File: src/rtl/itoa_pkg.sv
// ----------------------------------------------------------------------------
// itoa_pkg: shared types and constants for the integer to radix ASCII block
// Word and field widths, ASCII codes, the controller/datapath command and
// status bundles, and the digit-to-character mapping.
// ----------------------------------------------------------------------------
package itoa_pkg;

    localparam int WORD_WIDTH = 32;
    localparam int CNT_W      = $clog2(WORD_WIDTH);   // division step counter
    localparam int ND_W       = $clog2(WORD_WIDTH + 1); // digit count 0..WORD_WIDTH
    localparam int RADIX_W    = 6;
    localparam int CHAR_W     = 8;

    localparam logic [RADIX_W-1:0] RADIX_MIN = RADIX_W'(2);
    localparam logic [RADIX_W-1:0] RADIX_MAX = RADIX_W'(36);

    localparam logic [CHAR_W-1:0] CHAR_ZERO  = 8'h30;  // '0'
    localparam logic [CHAR_W-1:0] CHAR_NINE  = 8'h39;  // '9'
    localparam logic [CHAR_W-1:0] CHAR_MINUS = 8'h2D;  // '-'
    localparam logic [CHAR_W-1:0] LETTER_GAP = 8'h07;  // 'A' - '9' - 1

    localparam logic CMD_UNSIGNED = 1'b0;
    localparam logic CMD_SIGNED   = 1'b1;

    // Commands from the controller to the datapath
    typedef struct packed {
        logic load;         // take a new input transfer
        logic push_sign;    // place '-' in the output register
        logic div_step;     // one shift-subtract step
        logic store_digit;  // save remainder as a digit, restart division
        logic emit;         // place the top stored digit in the output register
    } cmd_t;

    // Status from the datapath to the controller
    typedef struct packed {
        logic neg;          // number is negative in signed mode
        logic step_last;    // final step of the current division
        logic quot_zero;    // quotient after the division is zero
        logic digits_one;   // one stored digit left
        logic out_free;     // output register can take a character
    } status_t;

    // Map a digit value 0..35 to '0'-'9', 'A'-'Z'
    function automatic logic [CHAR_W-1:0] digit_char(input logic [RADIX_W-1:0] d);
        logic [CHAR_W-1:0] c;
        c = CHAR_ZERO + {2'b00, d};
        if (c > CHAR_NINE) begin
            c = c + LETTER_GAP;
        end
        return c;
    endfunction

endpackage

File: src/rtl/itoa_ctrl.sv
// ----------------------------------------------------------------------------
// itoa_ctrl: conversion sequencer
// Steps through load, optional sign, one division per digit, and the
// output of stored digits most significant first.
// ----------------------------------------------------------------------------
module itoa_ctrl (
    input  logic             aclk,
    input  logic             aresetn,
    input  logic             s_valid,
    output logic             s_ready,
    output itoa_pkg::cmd_t   cmd,
    input  itoa_pkg::status_t status
);
    import itoa_pkg::*;

    typedef enum logic [2:0] {
        ST_IDLE,
        ST_SIGN,
        ST_DIV,
        ST_STORE,
        ST_EMIT
    } state_t;

    state_t state_reg, state_next;

    // Decode commands and next state
    always_comb begin
        state_next = state_reg;
        cmd        = '0;
        s_ready    = 1'b0;
        case (state_reg)
            ST_IDLE: begin
                s_ready = 1'b1;
                if (s_valid) begin
                    cmd.load   = 1'b1;
                    state_next = ST_SIGN;
                end
            end
            ST_SIGN: begin
                if (!status.neg) begin
                    state_next = ST_DIV;
                end else if (status.out_free) begin
                    cmd.push_sign = 1'b1;
                    state_next    = ST_DIV;
                end
            end
            ST_DIV: begin
                cmd.div_step = 1'b1;
                if (status.step_last) begin
                    state_next = ST_STORE;
                end
            end
            ST_STORE: begin
                cmd.store_digit = 1'b1;
                state_next      = status.quot_zero ? ST_EMIT : ST_DIV;
            end
            ST_EMIT: begin
                if (status.out_free) begin
                    cmd.emit = 1'b1;
                    if (status.digits_one) begin
                        state_next = ST_IDLE;
                    end
                end
            end
            default: begin
                state_next = ST_IDLE;
            end
        endcase
    end

    // Hold state
    always_ff @(posedge aclk) begin
        if (!aresetn) begin
            state_reg <= ST_IDLE;
        end else begin
            state_reg <= state_next;
        end
    end

    // A digit string is only sent after the division of the last digit finished
    assert property (@(posedge aclk) disable iff (!aresetn)
        (state_reg == ST_EMIT) |-> $past(state_reg == ST_STORE || state_reg == ST_EMIT))
        else $error("itoa_ctrl: output phase entered without a stored digit");

    // A new transfer is taken only from idle, never mid conversion
    assert property (@(posedge aclk) disable iff (!aresetn)
        cmd.load |=> (state_reg == ST_SIGN))
        else $error("itoa_ctrl: load did not start a conversion");

    // The sign goes out only before any digit is computed
    assert property (@(posedge aclk) disable iff (!aresetn)
        cmd.push_sign |-> $past(cmd.load) || $past(state_reg == ST_SIGN))
        else $error("itoa_ctrl: sign issued outside the start of a conversion");

endmodule

File: src/rtl/itoa_dp.sv
// ----------------------------------------------------------------------------
// itoa_dp: conversion datapath
// Magnitude and radix registers, a restoring divider that retires one
// quotient bit per cycle, a digit stack and the output register.
// ----------------------------------------------------------------------------
module itoa_dp (
    input  logic                              aclk,
    input  logic                              aresetn,
    input  itoa_pkg::cmd_t                    cmd,
    output itoa_pkg::status_t                 status,
    input  logic                              s_cmd,
    input  logic [itoa_pkg::WORD_WIDTH-1:0]   s_value,
    input  logic [itoa_pkg::RADIX_W-1:0]      s_radix,
    output logic                              m_valid,
    input  logic                              m_ready,
    output logic [itoa_pkg::CHAR_W-1:0]       m_character,
    output logic                              m_last
);
    import itoa_pkg::*;

    logic [WORD_WIDTH-1:0] mag_reg, mag_next;     // dividend, then quotient
    logic [RADIX_W-1:0]    rem_reg, rem_next;
    logic [RADIX_W-1:0]    radix_reg, radix_next;
    logic                  neg_reg, neg_next;
    logic [CNT_W-1:0]      step_reg;
    logic [ND_W-1:0]       nd_reg;
    logic [RADIX_W-1:0]    digit_mem [WORD_WIDTH];
    logic                  m_valid_reg;
    logic [CHAR_W-1:0]     m_character_reg;
    logic                  m_last_reg;

    logic [RADIX_W:0]      rem_shift;
    logic [RADIX_W:0]      rem_diff;
    logic                  q_bit;
    logic [ND_W-1:0]       nd_top;

    // Divider step: shift in the next dividend bit and try to subtract
    assign rem_shift = {rem_reg, mag_reg[WORD_WIDTH-1]};
    assign rem_diff  = rem_shift - {1'b0, radix_reg};
    assign q_bit     = (rem_shift >= {1'b0, radix_reg});
    assign nd_top    = nd_reg - ND_W'(1);

    // Input capture with clamp and two's complement magnitude
    always_comb begin
        neg_next   = (s_cmd == CMD_SIGNED) && s_value[WORD_WIDTH-1];
        radix_next = s_radix;
        if (s_radix < RADIX_MIN) begin
            radix_next = RADIX_MIN;
        end else if (s_radix > RADIX_MAX) begin
            radix_next = RADIX_MAX;
        end
        if (cmd.load) begin
            mag_next = neg_next ? (~s_value + WORD_WIDTH'(1)) : s_value;
            rem_next = '0;
        end else if (cmd.div_step) begin
            mag_next = {mag_reg[WORD_WIDTH-2:0], q_bit};
            rem_next = q_bit ? rem_diff[RADIX_W-1:0] : rem_shift[RADIX_W-1:0];
        end else if (cmd.store_digit) begin
            mag_next = mag_reg;
            rem_next = '0;
        end else begin
            mag_next = mag_reg;
            rem_next = rem_reg;
        end
    end

    // Payload registers
    always_ff @(posedge aclk) begin
        mag_reg <= mag_next;
        rem_reg <= rem_next;
        if (cmd.load) begin
            radix_reg <= radix_next;
            neg_reg   <= neg_next;
        end
        if (cmd.store_digit) begin
            digit_mem[nd_reg[CNT_W-1:0]] <= rem_reg;
        end
    end

    // Step counter and digit count
    always_ff @(posedge aclk) begin
        if (!aresetn) begin
            step_reg <= '0;
            nd_reg   <= '0;
        end else begin
            if (cmd.load || cmd.store_digit) begin
                step_reg <= '0;
            end else if (cmd.div_step) begin
                step_reg <= step_reg + CNT_W'(1);
            end
            if (cmd.load) begin
                nd_reg <= '0;
            end else if (cmd.store_digit) begin
                nd_reg <= nd_reg + ND_W'(1);
            end else if (cmd.emit) begin
                nd_reg <= nd_top;
            end
        end
    end

    // Output register: hold until the transfer completes
    always_ff @(posedge aclk) begin
        if (!aresetn) begin
            m_valid_reg <= 1'b0;
        end else if (cmd.push_sign || cmd.emit) begin
            m_valid_reg <= 1'b1;
        end else if (m_ready) begin
            m_valid_reg <= 1'b0;
        end
    end

    always_ff @(posedge aclk) begin
        if (cmd.push_sign) begin
            m_character_reg <= CHAR_MINUS;
            m_last_reg      <= 1'b0;
        end else if (cmd.emit) begin
            m_character_reg <= digit_char(digit_mem[nd_top[CNT_W-1:0]]);
            m_last_reg      <= (nd_reg == ND_W'(1));
        end
    end

    assign m_valid     = m_valid_reg;
    assign m_character = m_character_reg;
    assign m_last      = m_last_reg;

    assign status.neg        = neg_reg;
    assign status.step_last  = (step_reg == CNT_W'(WORD_WIDTH - 1));
    assign status.quot_zero  = (mag_reg == '0);
    assign status.digits_one = (nd_reg == ND_W'(1));
    assign status.out_free   = !m_valid_reg || m_ready;

    // Digit count never passes the word width
    assert property (@(posedge aclk) disable iff (!aresetn)
        nd_reg <= ND_W'(WORD_WIDTH))
        else $error("itoa_dp: digit count overflow");

    // A digit is only stored while the stack has room
    assert property (@(posedge aclk) disable iff (!aresetn)
        cmd.store_digit |-> (nd_reg < ND_W'(WORD_WIDTH)))
        else $error("itoa_dp: digit stack full on store");

    // Emitting needs a stored digit and a free output register
    assert property (@(posedge aclk) disable iff (!aresetn)
        cmd.emit |-> (nd_reg != '0) && status.out_free)
        else $error("itoa_dp: emit with empty stack or busy output");

    // The remainder stays below the radix once a division step is done
    assert property (@(posedge aclk) disable iff (!aresetn)
        $past(cmd.div_step) |-> (rem_reg < radix_reg))
        else $error("itoa_dp: remainder not below radix");

endmodule

File: src/rtl/integer_to_radix_ascii.sv
// ----------------------------------------------------------------------------
// integer_to_radix_ascii: integer to ASCII digits in radix 2..36
// Converts one 32-bit number (unsigned or two's complement) to its digit
// string, most significant first, with a leading '-' for negative numbers.
//
//   channel | ports                               | direction
//   --------+-------------------------------------+----------
//   input   | s_valid s_ready s_cmd s_value s_radix | in
//   result  | m_valid m_ready m_character m_last    | out
//
// Each digit costs one shift-subtract division over every dividend bit
// plus a store step, and all digits are computed before the first goes out.
// One number is converted at a time; s_ready is high only when idle.
// The output register holds each character until its transfer; a stall
// there holds the sequencer but not the accepted input.
// Reset is synchronous, active low, and needs no clearing pass.
// ----------------------------------------------------------------------------
module integer_to_radix_ascii (
    input  logic                              aclk,
    input  logic                              aresetn,
    input  logic                              s_valid,
    output logic                              s_ready,
    input  logic                              s_cmd,
    input  logic [itoa_pkg::WORD_WIDTH-1:0]   s_value,
    input  logic [itoa_pkg::RADIX_W-1:0]      s_radix,
    output logic                              m_valid,
    input  logic                              m_ready,
    output logic [itoa_pkg::CHAR_W-1:0]       m_character,
    output logic                              m_last
);
    import itoa_pkg::*;

    cmd_t    cmd;
    status_t status;

    // Sequencer
    itoa_ctrl u_ctrl (
        .aclk    (aclk),
        .aresetn (aresetn),
        .s_valid (s_valid),
        .s_ready (s_ready),
        .cmd     (cmd),
        .status  (status)
    );

    // Divider, digit stack and output register
    itoa_dp u_dp (
        .aclk        (aclk),
        .aresetn     (aresetn),
        .cmd         (cmd),
        .status      (status),
        .s_cmd       (s_cmd),
        .s_value     (s_value),
        .s_radix     (s_radix),
        .m_valid     (m_valid),
        .m_ready     (m_ready),
        .m_character (m_character),
        .m_last      (m_last)
    );

endmodule

File: config.mk
export PLATFORM = sky130hd
export DESIGN_NAME = integer_to_radix_ascii
export DESIGN_NICKNAME = d
export VERILOG_FILES = /design/src/rtl/itoa_pkg.sv /design/src/rtl/itoa_ctrl.sv /design/src/rtl/itoa_dp.sv /design/src/rtl/integer_to_radix_ascii.sv
export SDC_FILE = /design/constraint.sdc
export NUM_CORES = 1
export LEC_CHECK = 0
export BUFFER_PORTS_ARGS = -buffer_cell sky130_fd_sc_hd__buf_2
export CORE_MARGIN = 3
export CORE_UTILIZATION = 35
export DETAILED_ROUTE_END_ITERATION = 10
export GPL_ROUTABILITY_DRIVEN = 0
export PLACE_DENSITY = 0.61
export SLEW_MARGIN = 30
export SYNTH_ARGS = -nofsm -noshare
export SYNTH_HDL_FRONTEND = slang
export SYNTH_SLANG_ARGS = --single-unit
File: constraint.sdc
create_clock -name aclk -period 6.4 [get_ports aclk]
set_input_delay 0.32 -clock aclk [delete_from_list [all_inputs] [get_ports aclk]]
set_output_delay 0.32 -clock aclk [all_outputs]
set_load 0.005 [all_outputs]
== After elaboration in Yosys (flattened, before gate mapping) ==
Memory sizes are Yosys's and may differ from the RTL's.
Cells that the tools add are included.
Cells by class
  $add $sub $neg: 7
  multipliers: 0
  div/mod/pow operators: 0
  magnitude comparators: 4
  equal/unequal tests: 11
  shift operators: 0
  multiplexer cells: 31
  bitwise gates (word level): 2
  reduce and logical (&&, ||, !) cells: 15
Operators by type and width (count)
  two-way mux 32 bit: 3
  two-way mux 6 bit: 6
  adder 32 x 1 -> 32 bit, second input constant: 1
  logical NOT 32 bit: 1
  NOT 32 bit: 1
  two-way mux 3 bit: 7
  case mux 3 bit (5 select lines): 1
  two-way mux 1 bit: 13
  adder 8 x 3 -> 8 bit, second input constant: 1
  > comparator 8 x 6 -> 1 bit, second input constant: 1
  two-way mux 8 bit: 1
  inequality test 2 bit, second input constant: 4
  nonzero test 2 bit: 4
  adder 6 x 6 -> 7 bit, first input constant: 1
  >= comparator 7 x 6 -> 1 bit: 1
  adder 6 x 1 -> 6 bit, second input constant: 1
  == test 3 x 2 -> 1 bit, second input constant: 2
  == test 6 x 1 -> 1 bit, second input constant: 1
  > comparator 6 bit, second input constant: 1
  less-than comparator 6 x 2 -> 1 bit, second input constant: 1
  OR reduction 2 bit: 3
  subtractor 6 x 1 -> 6 bit, second input constant: 1
  subtractor 6 bit: 1
  adder 5 x 1 -> 5 bit, second input constant: 1
  10 further kinds: 12
Storage, ports and cells
  flip-flop bits (word level): 69
  latch bits: 0
  RAM bits: 192
  ROM bits: 0
  input port bits: 43
  output and inout bits: 11
  word-level logic and storage cells: 82
  memories: 1
Memory list
  u_dp.digit_mem: depth 32, width 6, rd ports 1, clocked after Yosys merged registers in 0, write ports 1, RTL line itoa_dp.sv:27  | logic [RADIX_W-1:0] digit_mem [WORD_WIDTH];

== Logic depth before layout (Yosys ltp) ==
Gate-level depths: netlist (run 1).
  word-level depth: 7
  mapped depth: 18

== Cells and area by module ==
Synthesis (run 1) repeated with hierarchy kept, for this count alone.
Second synthesis, totals
  cell total of the unflattened synthesis: 850
  area, all modules: 12109.1 um^2
By module, submodules not included
  itoa_dp: instances 1, cells an instance 825, area an instance 11876.4 um^2, sequential area each 7477.2 um^2
  itoa_ctrl: instances 1, cells an instance 25, area an instance 232.7 um^2, sequential area each 60.1 um^2

== Worst setup path before layout (run 1) ==
Ideal clock, no wire load.
  path kind: reg2reg
  start point: reg u_dp.nd_reg[0]
  end point: reg u_dp.m_character_reg[2] (netlist: u_dp.m_character[2])
  library setup time: 122 ps
  arrival: 4543 ps
  data required time: 6278 ps
  slack: 1735 ps
  stages on the path, launching flop included: 17
  path through: dfxtp_1 > inv_1 > buf_1 > ha_1 > buf_2 > buf_2 > buf_2 > buf_1 > buf_1 > mux4_2 > mux4_2 > mux2_2 > inv_1 > ha_1 > nand2_1 > and3_1 > o32a_1
Between the ends
  word-level cells in the longest chain between the ends: 5
  elaborated cells on any way between the ends: 6
  classes of those cells: add/sub: 3; order compare: 1; mux: 1; memory: 1
Ends and longest elaborated chain
  start: declaration: RTL line itoa_dp.sv:26  | logic [ND_W-1:0] nd_reg;
  start signal: assignment: RTL line itoa_dp.sv:94  | nd_reg <= nd_reg + ND_W'(1);
  start signal: assignment: RTL line itoa_dp.sv:96  | nd_reg <= nd_top;
  subtractor 6 x 1 -> 6 bit (*): RTL line itoa_dp.sv:41  | assign nd_top = nd_reg - ND_W'(1);
  memory read (32 x 6 bit) (*)
  adder 6 x 6 -> 7 bit (*): RTL line itoa_pkg.sv:46  | c = CHAR_ZERO + {2'b00, d};
  adder 8 x 3 -> 8 bit / > comparator 8 x 6 -> 1 bit (equally long branches): RTL line itoa_pkg.sv:48, itoa_pkg.sv:47
  two-way mux 8 bit (*): RTL line itoa_pkg.sv:47  | if (c > CHAR_NINE) begin
  end signal: assignment: RTL line itoa_dp.sv:117  | m_character_reg <= digit_char(digit_mem[nd_top[CNT_W-1:0]]);
  end: declaration: RTL line itoa_dp.sv:29  | logic [CHAR_W-1:0] m_character_reg;
Every way passes the cells marked *; elsewhere a longest branch is shown, timed or not.
A chain may end at the register's enable or synchronous reset.

== Final worst setup path (run 1) ==
Ends and elaborated chain as after synthesis.

==> out/results.ini, run 1 <==
[routing]
drtAntennaViolNets = 0
dr.pass1.iters = 5
wl_per_cell_um = 19.1
viasPerCell = 5.23
wl_um = 26100
num_vias = 7138
drtIter0Drc = 552
drcViolationCount = 0

[timing]
rsz0062_at_grt = no
skew_ns = 0.0252
hold_viol_final = 0
finalCritPeriodShare = 0.796
period_needed_ns = 5.10
slew_headroom = 0.388
slew_viol_final = 0
fmax_mhz = 196
finalSetupViolations = 0
tightest_slew_ns = 0.909
tns_ns = 0

[clocking]
clock_path_buffers = 3
cts_hold_buffers = 0
cts-root-buf = clkbuf_16
clk_latency_ns = 0.55
clk_transition_reported_paths_ns = 0.06
numCtsBuffers = 27
ctsResizeCount = 0
post_cts_buffers = 0
tritoncts = yes
cts-htree-levels = 1
clock_sinks = 261

[layout]
fin_area_um2 = 13400
fillers = 3107
area_growth_pct = 13.8
layout_common_cells = edfxtp_1 (231), nand2_1 (79), nor2_1 (68)
multi_input_area_um2 = 4050
antenna_cells = 0
nets = 967
regArea_um2 = 7540
largest_reg_flops = 192
mostFrequentLayoutCell = edfxtp_1
drive_gt1_frac = 0.183

[setup_path]
crit_family = simple AND/OR/NAND/NOR gates
r2r_start = u_dp.nd_reg[0]$_SDFFE_PP0P_
slowest_delay_ns = 0.70
cp.arrival_ns = 5.53
crit_chain = inv_1 > ha_1 > xor2_4 > buf_4 > mux4_2 > nand2_1 > a21boi_0 > nor4_1 > ha_1 > nor2_1 > o211ai_1 > nand2_1 > and3_1 > o32a_1
worst-endpoint-required_ns = 6.84
critPathBufInv = 2
crit_type = flip-flop to flip-flop
critPathSlowestCell = nor4_1
crit_path_end_kind = flip-flop
crit_fanout = 16
cp-start-kind = flip-flop
critPathLaunch = u_dp.nd_reg[0]$_SDFFE_PP0P_

[logic_synthesis]
synth_cell_types = 65
syn_area_per_cell_um2 = 13.9
ys_async_sr_fraction = 0
synth_edf_count = 231
syn_area_um2 = 11800
ys_warn_count = 0
syn_inst = 846
ys_seq_elements = 261
synth_flop_cell = edfxtp_1
synth_top_cell_area_share = 0.588
synth-seq-area-share = 0.639
synth_area_leaders = edfxtp_1 (59%), mux4_2 (8.2%), dfxtp_1 (5.1%)
syn_nets = 909
synth_top_cell_by_area = edfxtp_1

[global_routing]
antenna_found_initial = 0
grt_overflow = 0
grt_first_pass_wirelength_um = 40400
grt_pass1_vias = 7038
grtUsageTotal = 0.144
grt_max_degree = 64

[pwr]
powerDensity_nw_per_um2 = 349
power.leakage_nw = 4.56
max-vdd-ir-drop_mv = 0.206

[floorplanning]
rows = 66
core-area_um2 = 32900
dieArea_um2 = 36000
fp.dieW_um = 190
boundaryPins = 54
start_util = 0.359
die_h_um = 190

[place]
io_buffers = 53
placed_area_um2 = 12600
dp_hpwl_um = 17500

[worst_hold_path]
hp-class = input port to flip-flop
worstHoldStart = s_radix[5]

[run_status]
run_status = finished, final reports clean

[flow_run]
maxCapViolCount = 0

## final cells by class
cell class | count | share of cell area
Tap cell | 442 | 0.0412
Clock inverter | 18 | 0.0122
Clock buffer | 31 | 0.0514
Timing Repair Buffer | 65 | 0.0265
Multi-Input combinational cell | 527 | 0.301
Inverter | 22 | 0.00615
Sequential cell | 261 | 0.561
## cells in the mapped netlist, types with 14 or more instances
cell and n:
a21oi_1 35, clkbuf_1 21, dfxtp_1 30, edfxtp_1 231
ha_1 19, inv_1 21, mux2i_1 30, mux4_2 43
nand2_1 80, nand3_1 14, nor2_1 68, nor2b_1 16
nor4_1 14, o21ai_0 52, xnor2_1 31
## routing by layer
layer / GRT usage / up-vias / routed length (um)
li1: - / 3344 / -
met3: 0.0214 / 48 / 1250
met1: 0.207 / 3553 / 12000
met2: 0.224 / 193 / 12100
met5: 0 / - / 0
met4: 0.0472 / 0 / 770
## stage by stage
step / setup WS, ns / power (mW) / cells / util / hold WS (ns)
floorplan: 1.73 / 2.91 / 846 / - / 0.441
global placement: 1.39 / 3.19 / 1317 / 0.382 / 0.447
detailed placement: 1.29 / 3.21 / 1317 / 0.383 / 0.455
CTS: 1.30 / 4.73 / 1366 / 0.409 / 0.0336
global route: 0.902 / 4.92 / 1366 / 0.409 / 0.0429
finish: 1.30 / 4.69 / 1366 / 0.409 / 0.0488
## logic make-up (layout without fill, tap and decap cells)
kind of cell	Yosys count	after routing	synth area share
multiplexers	81	81	0.115
adder cells (fa/ha/maj)	20	20	0.0218
AO/OA/AOI/OAI	133	133	0.0699
buffers and inverters	58	136	0.0203
flip-flops	261	261	0.639
AND/OR/NAND/NOR	249	249	0.101
XOR/XNOR	44	44	0.0333
## report_power, final
group	switching, mW	internal (mW)	total, mW
Combinational	0.593	0.324	0.916
Clock	0.647	0.863	1.51
Sequential	0.0855	2.18	2.26
Total	1.33	3.36	4.69
## worst reg2reg max path: stages, from the launching register on
cell and delay [ns]:
dfxtp_2 0.31, inv_1 0.45, ha_1 0.45, xor2_4 0.53, buf_4 0.37, mux4_2 0.53
nand2_1 0.11, a21boi_0 0.10, nor4_1 0.70, ha_1 0.37, nor2_1 0.10, o211ai_1 0.27
nand2_1 0.18, and3_1 0.21, o32a_1 0.32
## final timing paths
check / end / slack (ns) / depth (start not counted)
setup / recovery: u_dp.m_character[2]$_SDFFE_PP1P_ / 1.30 / 14
hold reg to reg: u_dp.step_reg[4]$_SDFFE_PP0P_ / 0.46 / 2
setup reg to reg: u_dp.m_character[2]$_SDFFE_PP1P_ / 1.30 / 14
hold / removal: u_dp.radix_reg[5]$_SDFFCE_PP0P_ / 0.05 / 1
(Power assumes the default switching activity.)
==> inputs of run 2 (changes only) <==
- clock period: 6.4 -> 4.7 ns (I/O delays scaled with it)
==> run 2 against run 1 <==
Effect of this change:
- count of clock-buffer cells in the layout up 8
- die area unchanged
- sequential share of layout area decreased by 0.27 points
- sequential cell count unchanged
- global-route usage increased by 0.19 points
- largest power group unchanged
==> out/results.ini, run 2 (synthesis gave the netlist of run 1 again) <==
[setup_path]
crit_type = flip-flop to flip-flop  ; unchanged
crit_fanout = 19  ; was 16
cp-start-kind = flip-flop  ; unchanged
worst-endpoint-required_ns = 5.10  ; was 6.84 ns
crit_chain = inv_1 > ha_2 > mux2i_1 > mux4_2 > and2_0 > or4_1 > ha_1 > nor2_1 > o211ai_1 > a221oi_2 > xor2_1 > o21ai_1  ; was inv_1 > ha_1 > xor2_4 > buf_4 > mux4_2 > nand2_1 > a21boi_0 > nor4_1 > ha_1 > nor2_1 > o211ai_1 > nand2_1 > and3_1 > o32a_1
crit_family = adder cells  ; was simple AND/OR/NAND/NOR gates
critPathLaunch = u_dp.nd_reg[1]$_SDFFE_PP0P_  ; was u_dp.nd_reg[0]$_SDFFE_PP0P_
r2r_start = u_dp.nd_reg[1]$_SDFFE_PP0P_  ; was u_dp.nd_reg[0]$_SDFFE_PP0P_
slowest_delay_ns = 0.73  ; was 0.70 ns
critPathBufInv = 1  ; was 2
crit_path_end_kind = flip-flop  ; unchanged
cp.arrival_ns = 4.73  ; was 5.53 ns
path_depth = 12  ; was 14
critPathSlowestCell = ha_2  ; was nor4_1
reg2regPathDepth = 12  ; was 14

[timing]
rsz0062_at_grt = no  ; unchanged
finalCritPeriodShare = 0.921  ; was 0.796
fmax_mhz = 231  ; was 196 MHz
hold_viol_final = 0  ; unchanged
finalSetupViolations = 0  ; unchanged
slew_viol_final = 0  ; unchanged
skew_ns = 0.0180  ; was 0.0252 ns
slew_headroom = 0.456  ; was 0.388
tightest_slew_ns = 0.815  ; was 0.909 ns
hold-worst-slack_ns = 0.0240  ; was 0.0488 ns
tns_ns = 0  ; unchanged
period_needed_ns = 4.33  ; was 5.10 ns

[routing]
wl_per_cell_um = 19.0  ; was 19.1 um
dr.pass1.iters = 5  ; unchanged
drcViolationCount = 0  ; unchanged
viasPerCell = 5.20  ; was 5.23
wl_um = 26200  ; was 26100 um
num_vias = 7154  ; was 7138
drtAntennaViolNets = 0  ; unchanged
drtIter0Drc = 601  ; was 552

[layout]
layout_common_cells = edfxtp_1 (231), nand2_1 (79), nor2_1 (68)  ; unchanged
drive_gt1_frac = 0.187  ; was 0.183
mostFrequentLayoutCell = edfxtp_1  ; unchanged
regArea_um2 = 7540  ; unchanged
final_core_util = 0.411  ; was 0.409
largest_reg_flops = 192  ; unchanged
multi_input_area_um2 = 4040  ; was 4050 um^2
fillers = 3071  ; was 3107
antenna_cells = 0  ; unchanged
nets = 977  ; was 967
fin_area_um2 = 13500  ; was 13400 um^2
area_growth_pct = 14.4  ; was 13.8%

[place]
dp_hpwl_um = 17700  ; was 17500 um
placed_area_um2 = 12600  ; about the same
io_buffers = 53  ; unchanged

[global_routing]
grt_max_degree = 64  ; unchanged
grt_overflow = 0  ; unchanged
grt_first_pass_wirelength_um = 41000  ; was 40400 um
grtUsageTotal = 0.145  ; was 0.144
grt_pass1_vias = 7218  ; was 7038
antenna_found_initial = 0  ; unchanged

[pwr]
max-vdd-ir-drop_mv = 0.280  ; was 0.206 mV
powerDensity_nw_per_um2 = 470  ; was 349 nW/um^2
power.leakage_nw = 4.59  ; was 4.56 nW
totalPowerFinal_mw = 6.34  ; was 4.69 mW

[clocking]
clock_sinks = 261  ; unchanged
cts-htree-levels = 1  ; unchanged
post_cts_buffers = 0  ; unchanged
clk_latency_ns = 0.53  ; was 0.55 ns
cts-root-buf = clkbuf_16  ; unchanged
clock_path_buffers = 3  ; unchanged
clk_transition_reported_paths_ns = 0.06  ; about the same
numCtsBuffers = 27  ; unchanged
tritoncts = yes  ; unchanged

[floorplanning]
core-area_um2 = 32900  ; unchanged
die_h_um = 190  ; unchanged
dieArea_um2 = 36000  ; unchanged
fp.dieW_um = 190  ; unchanged
boundaryPins = 54  ; unchanged
start_util = 0.359  ; unchanged
rows = 66  ; unchanged

[worst_hold_path]
hp-class = input port to flip-flop  ; unchanged
hold_depth = 3  ; was 1
worstHoldStart = s_radix[1]  ; was s_radix[5]

[flow_run]
maxCapViolCount = 0  ; unchanged

[run_status]
run_status = finished, final reports clean  ; unchanged

run 2: changes by cell type in the layout (fill, tap and decap cells not counted), sizes merged:
cell / change
bufinv: -2
buf: +6
clkinv: -7
dlygate4sd3: +4
clkbuf: +8
clkinvlp: +2
run 2: routing by layer:
metal / wire (um) / GRT usage / up-vias
met3: 1160 / 0.0208 / 51
met5: 0 / 0 / -
li1: - / - / 3368
met2: 12400 / 0.238 / 172
met1: 11800 / 0.202 / 3563
met4: 768 / 0.0461 / 0
run 2: final cells by class:
type                    count  area share
repair buffers             75      0.0336
well taps                 442      0.0410
clock buffers              39      0.0564
clock inverters            11     0.00501
flip-flops and latches    261       0.559
multi-input cells         527       0.299
inverters                  22     0.00612
run 2: through the flow:
step           setup WS (ns)  std cells
3_3_place_gp           0.572       1323
5_1_grt                0.105       1377
6_report               0.372       1377
3_5_place_dp           0.404       1323
4_1_cts                0.406       1377
2_1_floorplan         0.0347        846
run 2: path summary, 6_finish.rpt:
path | endpoint | slack (ns)
max | u_dp.m_character[5]$_SDFFE_PP1P_ | 0.37
min | u_dp.radix_reg[1]$_SDFFCE_PP1P_ | 0.02
max reg2reg | u_dp.m_character[5]$_SDFFE_PP1P_ | 0.37
min reg2reg | u_dp.m_character[7]$_SDFFE_PP0P_ | 0.46
run 2: report_power, final:
| group | internal (mW) | switching (mW) | leakage [nW] |
|---|---|---|---|
| clock network | 1.13 | 0.858 | 0.408 |
| registers | 2.97 | 0.117 | 2.39 |
| logic | 0.454 | 0.815 | 1.79 |
| total | 4.55 | 1.79 | 4.59 |
run 2: what timing repair did:
item | in CTS | in global routing
resized for setup | 0 | 0
endpoints found under the hold margin | 6 | 0
hold buffers | 4 | 0
run 2: worst reg2reg max path: cells and delay by family (launching register included):
family                     cells  cell delay, ns
and+or+nand+nor                3            1.03
buffers and inverters          1            0.14
AOI/OAI and AO/OA              3            0.64
xor gates and xnor gates       1            0.18
adders and majority gates      2            1.04
DFF                            1            0.51
muxes                          2            0.69
==> inputs of run 3 (changes only) <==
- CORE_MARGIN: 3 -> default
==> run 3 against run 2 <==
Effect of this change:
- clock skew increased by 0.0056 ns
- global-route usage increased by 0.71 points
- critical endpoint is now u_dp.m_character[2]$_SDFFE_PP1P_
- critical path type unchanged
- critical path depth increased by 3
- highest routed layer unchanged
==> out/results.ini, run 3 (synthesis gave the netlist of run 1 again) <==
[routing]
wl_per_cell_um = 18.7  ; was 19.0 um
drcViolationCount = 0  ; unchanged
viasPerCell = 5.15  ; was 5.20
drtIter0Drc = 463  ; was 601
dr.pass1.iters = 5  ; unchanged
wl_um = 26000  ; was 26200 um
drtAntennaViolNets = 0  ; unchanged
num_vias = 7126  ; was 7154

[timing]
rsz0062_at_grt = no  ; unchanged
period_needed_ns = 4.40  ; was 4.33 ns
fmax_mhz = 228  ; was 231 MHz
tns_ns = 0  ; unchanged
slew_headroom = 0.450  ; was 0.456
tightest_slew_ns = 0.823  ; was 0.815 ns
skew_ns = 0.0236  ; was 0.0180 ns
finalSetupViolations = 0  ; unchanged
finalCritPeriodShare = 0.935  ; was 0.921
slew_viol_final = 0  ; unchanged
hold_viol_final = 0  ; unchanged

[layout]
mostFrequentLayoutCell = edfxtp_1  ; unchanged
nets = 984  ; was 977
drive_gt1_frac = 0.196  ; was 0.187
area_growth_pct = 16.7  ; was 14.4%
antenna_cells = 0  ; unchanged
layout_common_cells = edfxtp_1 (231), nand2_1 (79), nor2_1 (68)  ; unchanged
largest_reg_flops = 192  ; unchanged
fin_area_um2 = 13800  ; was 13500 um^2

[setup_path]
cp.arrival_ns = 4.83  ; was 4.73 ns
crit_path_end_kind = flip-flop  ; unchanged
worst-endpoint-required_ns = 5.13  ; was 5.10 ns
slowest_delay_ns = 0.51  ; was 0.73 ns
critPathSlowestCell = dfxtp_1  ; was ha_2
crit_chain = inv_1 > ha_1 > xor2_4 > buf_12 > mux4_2 > nand2_1 > a21boi_0 > nor4_1 > buf_4 > ha_1 > nor2_1 > o211ai_1 > nand2_1 > and3_1 > o32a_1  ; was inv_1 > ha_2 > mux2i_1 > mux4_2 > and2_0 > or4_1 > ha_1 > nor2_1 > o211ai_1 > a221oi_2 > xor2_1 > o21ai_1
crit_fanout = 12  ; was 19
crit_type = flip-flop to flip-flop  ; unchanged
cp-start-kind = flip-flop  ; unchanged

[clocking]
clock_path_buffers = 3  ; unchanged
clock_sinks = 261  ; unchanged
cts-root-buf = clkbuf_16  ; unchanged
clk_transition_reported_paths_ns = 0.07  ; was 0.06 ns
numCtsBuffers = 28  ; was 27
clk_latency_ns = 0.54  ; was 0.53 ns
cts-htree-levels = 1  ; unchanged
tritoncts = yes  ; unchanged

[worst_hold_path]
hp-class = input port to flip-flop  ; unchanged

[floorplanning]
boundaryPins = 54  ; unchanged
core-area_um2 = 32900  ; unchanged
dieArea_um2 = 34500  ; was 36000 um^2
fp.dieW_um = 186  ; was 190 um
rows = 66  ; unchanged
start_util = 0.359  ; unchanged
die_h_um = 186  ; was 190 um

[place]
placed_area_um2 = 12600  ; about the same
dp_hpwl_um = 17400  ; was 17700 um
io_buffers = 53  ; unchanged

[run_status]
run_status = finished, final reports clean  ; unchanged

[pwr]
powerDensity_nw_per_um2 = 495  ; was 470 nW/um^2
power.leakage_nw = 4.72  ; was 4.59 nW
max-vdd-ir-drop_mv = 0.254  ; was 0.280 mV

[global_routing]
grt_pass1_vias = 6892  ; was 7218
grt_first_pass_wirelength_um = 40300  ; was 41000 um
grtUsageTotal = 0.153  ; was 0.145
grt_overflow = 0  ; unchanged
grt_max_degree = 48  ; was 64
antenna_found_initial = 0  ; unchanged

[flow_run]
maxCapViolCount = 0  ; unchanged

[run 3: cell types whose count changed in the layout (fill, tap and decap cells not counted), moves of 3 or more]
cell and change:
bufinv_16 +8, buf_4 +6, clkinv_2 -4, clkbuf_1 -3, clkbuf_8 -3, clkinv_4 +3
[run 3: worst paths after layout]
check	start	end	slack, ns	cells after the start
min reg2reg	u_dp.m_character[7]$_SDFFE_PP0P_	u_dp.m_character[7]$_SDFFE_PP0P_	0.47	2
max reg2reg	u_dp.nd_reg[1]$_SDFFE_PP0P_	u_dp.m_character[2]$_SDFFE_PP1P_	0.30	15
min	s_radix[1]	u_dp.radix_reg[1]$_SDFFCE_PP1P_	0.03	3
max	u_dp.nd_reg[1]$_SDFFE_PP0P_	u_dp.m_character[2]$_SDFFE_PP1P_	0.30	15
[run 3: critical path: cells and delay by family, from the launching register on]
kind / cells / cell delay [ns]
buffers and inverters: 3 / 0.62
AO/OA/AOI/OAI: 3 / 0.65
XOR/XNOR: 1 / 0.45
multiplexers: 1 / 0.51
flip-flops: 1 / 0.51
AND/OR/NAND/NOR: 5 / 0.97
adder cells (fa/ha/maj): 2 / 0.56
[run 3: cell type report]
| class | count | area, um^2 |
|---|---|---|
| fill | 3091 | 19100 |
| sequential | 261 | 7540 |
| multi-input combinational | 527 | 4050 |
| clock buffer | 34 | 733 |
| tap | 442 | 553 |
| timing repair buffer | 81 | 498 |
| clock inverter | 18 | 317 |
| inverter | 22 | 82.6 |
[run 3: through the flow]
| stage | util | hold WS [ns] | std cells | worst slack [ns] | power (mW) |
|---|---|---|---|---|---|
| after floorplan | - | 0.357 | 846 | 0.0347 | 3.96 |
| after global placement | 0.385 | 0.446 | 1326 | 0.190 | 4.37 |
| after detailed placement | 0.385 | 0.453 | 1326 | 0.123 | 4.40 |
| after CTS | 0.418 | 0.0105 | 1382 | 0.0981 | 6.88 |
| after global routing | 0.419 | 0.0423 | 1385 | 0.0276 | 7.13 |
| final | 0.419 | 0.0284 | 1385 | 0.305 | 6.82 |
[run 3: repair_timing]
item                                    CTS  global route
hold buffers                              4             0
endpoints found under the setup margin    0             4
resized for setup                         0             1
hold endpoints to repair                  7             0
setup buffers                             0             3
[run 3: report_power, final]
group	switching [mW]	total (mW)	internal (mW)	leakage (nW)
clock network	0.911	2.47	1.56	0.504
logic	0.806	1.27	0.460	1.82
registers	0.120	3.09	2.97	2.39
[run 3: per-layer routing]
| layer | GRT usage | vias to the layer above | part of all wire |
|---|---|---|---|
| met5 | 0 | - | 0 |
| met2 | 0.253 | 136 | 0.48 |
| met4 | 0.0351 | 0 | 0.018 |
| met3 | 0.0194 | 31 | 0.034 |
| met1 | 0.213 | 3580 | 0.47 |
| li1 | - | 3379 | - |
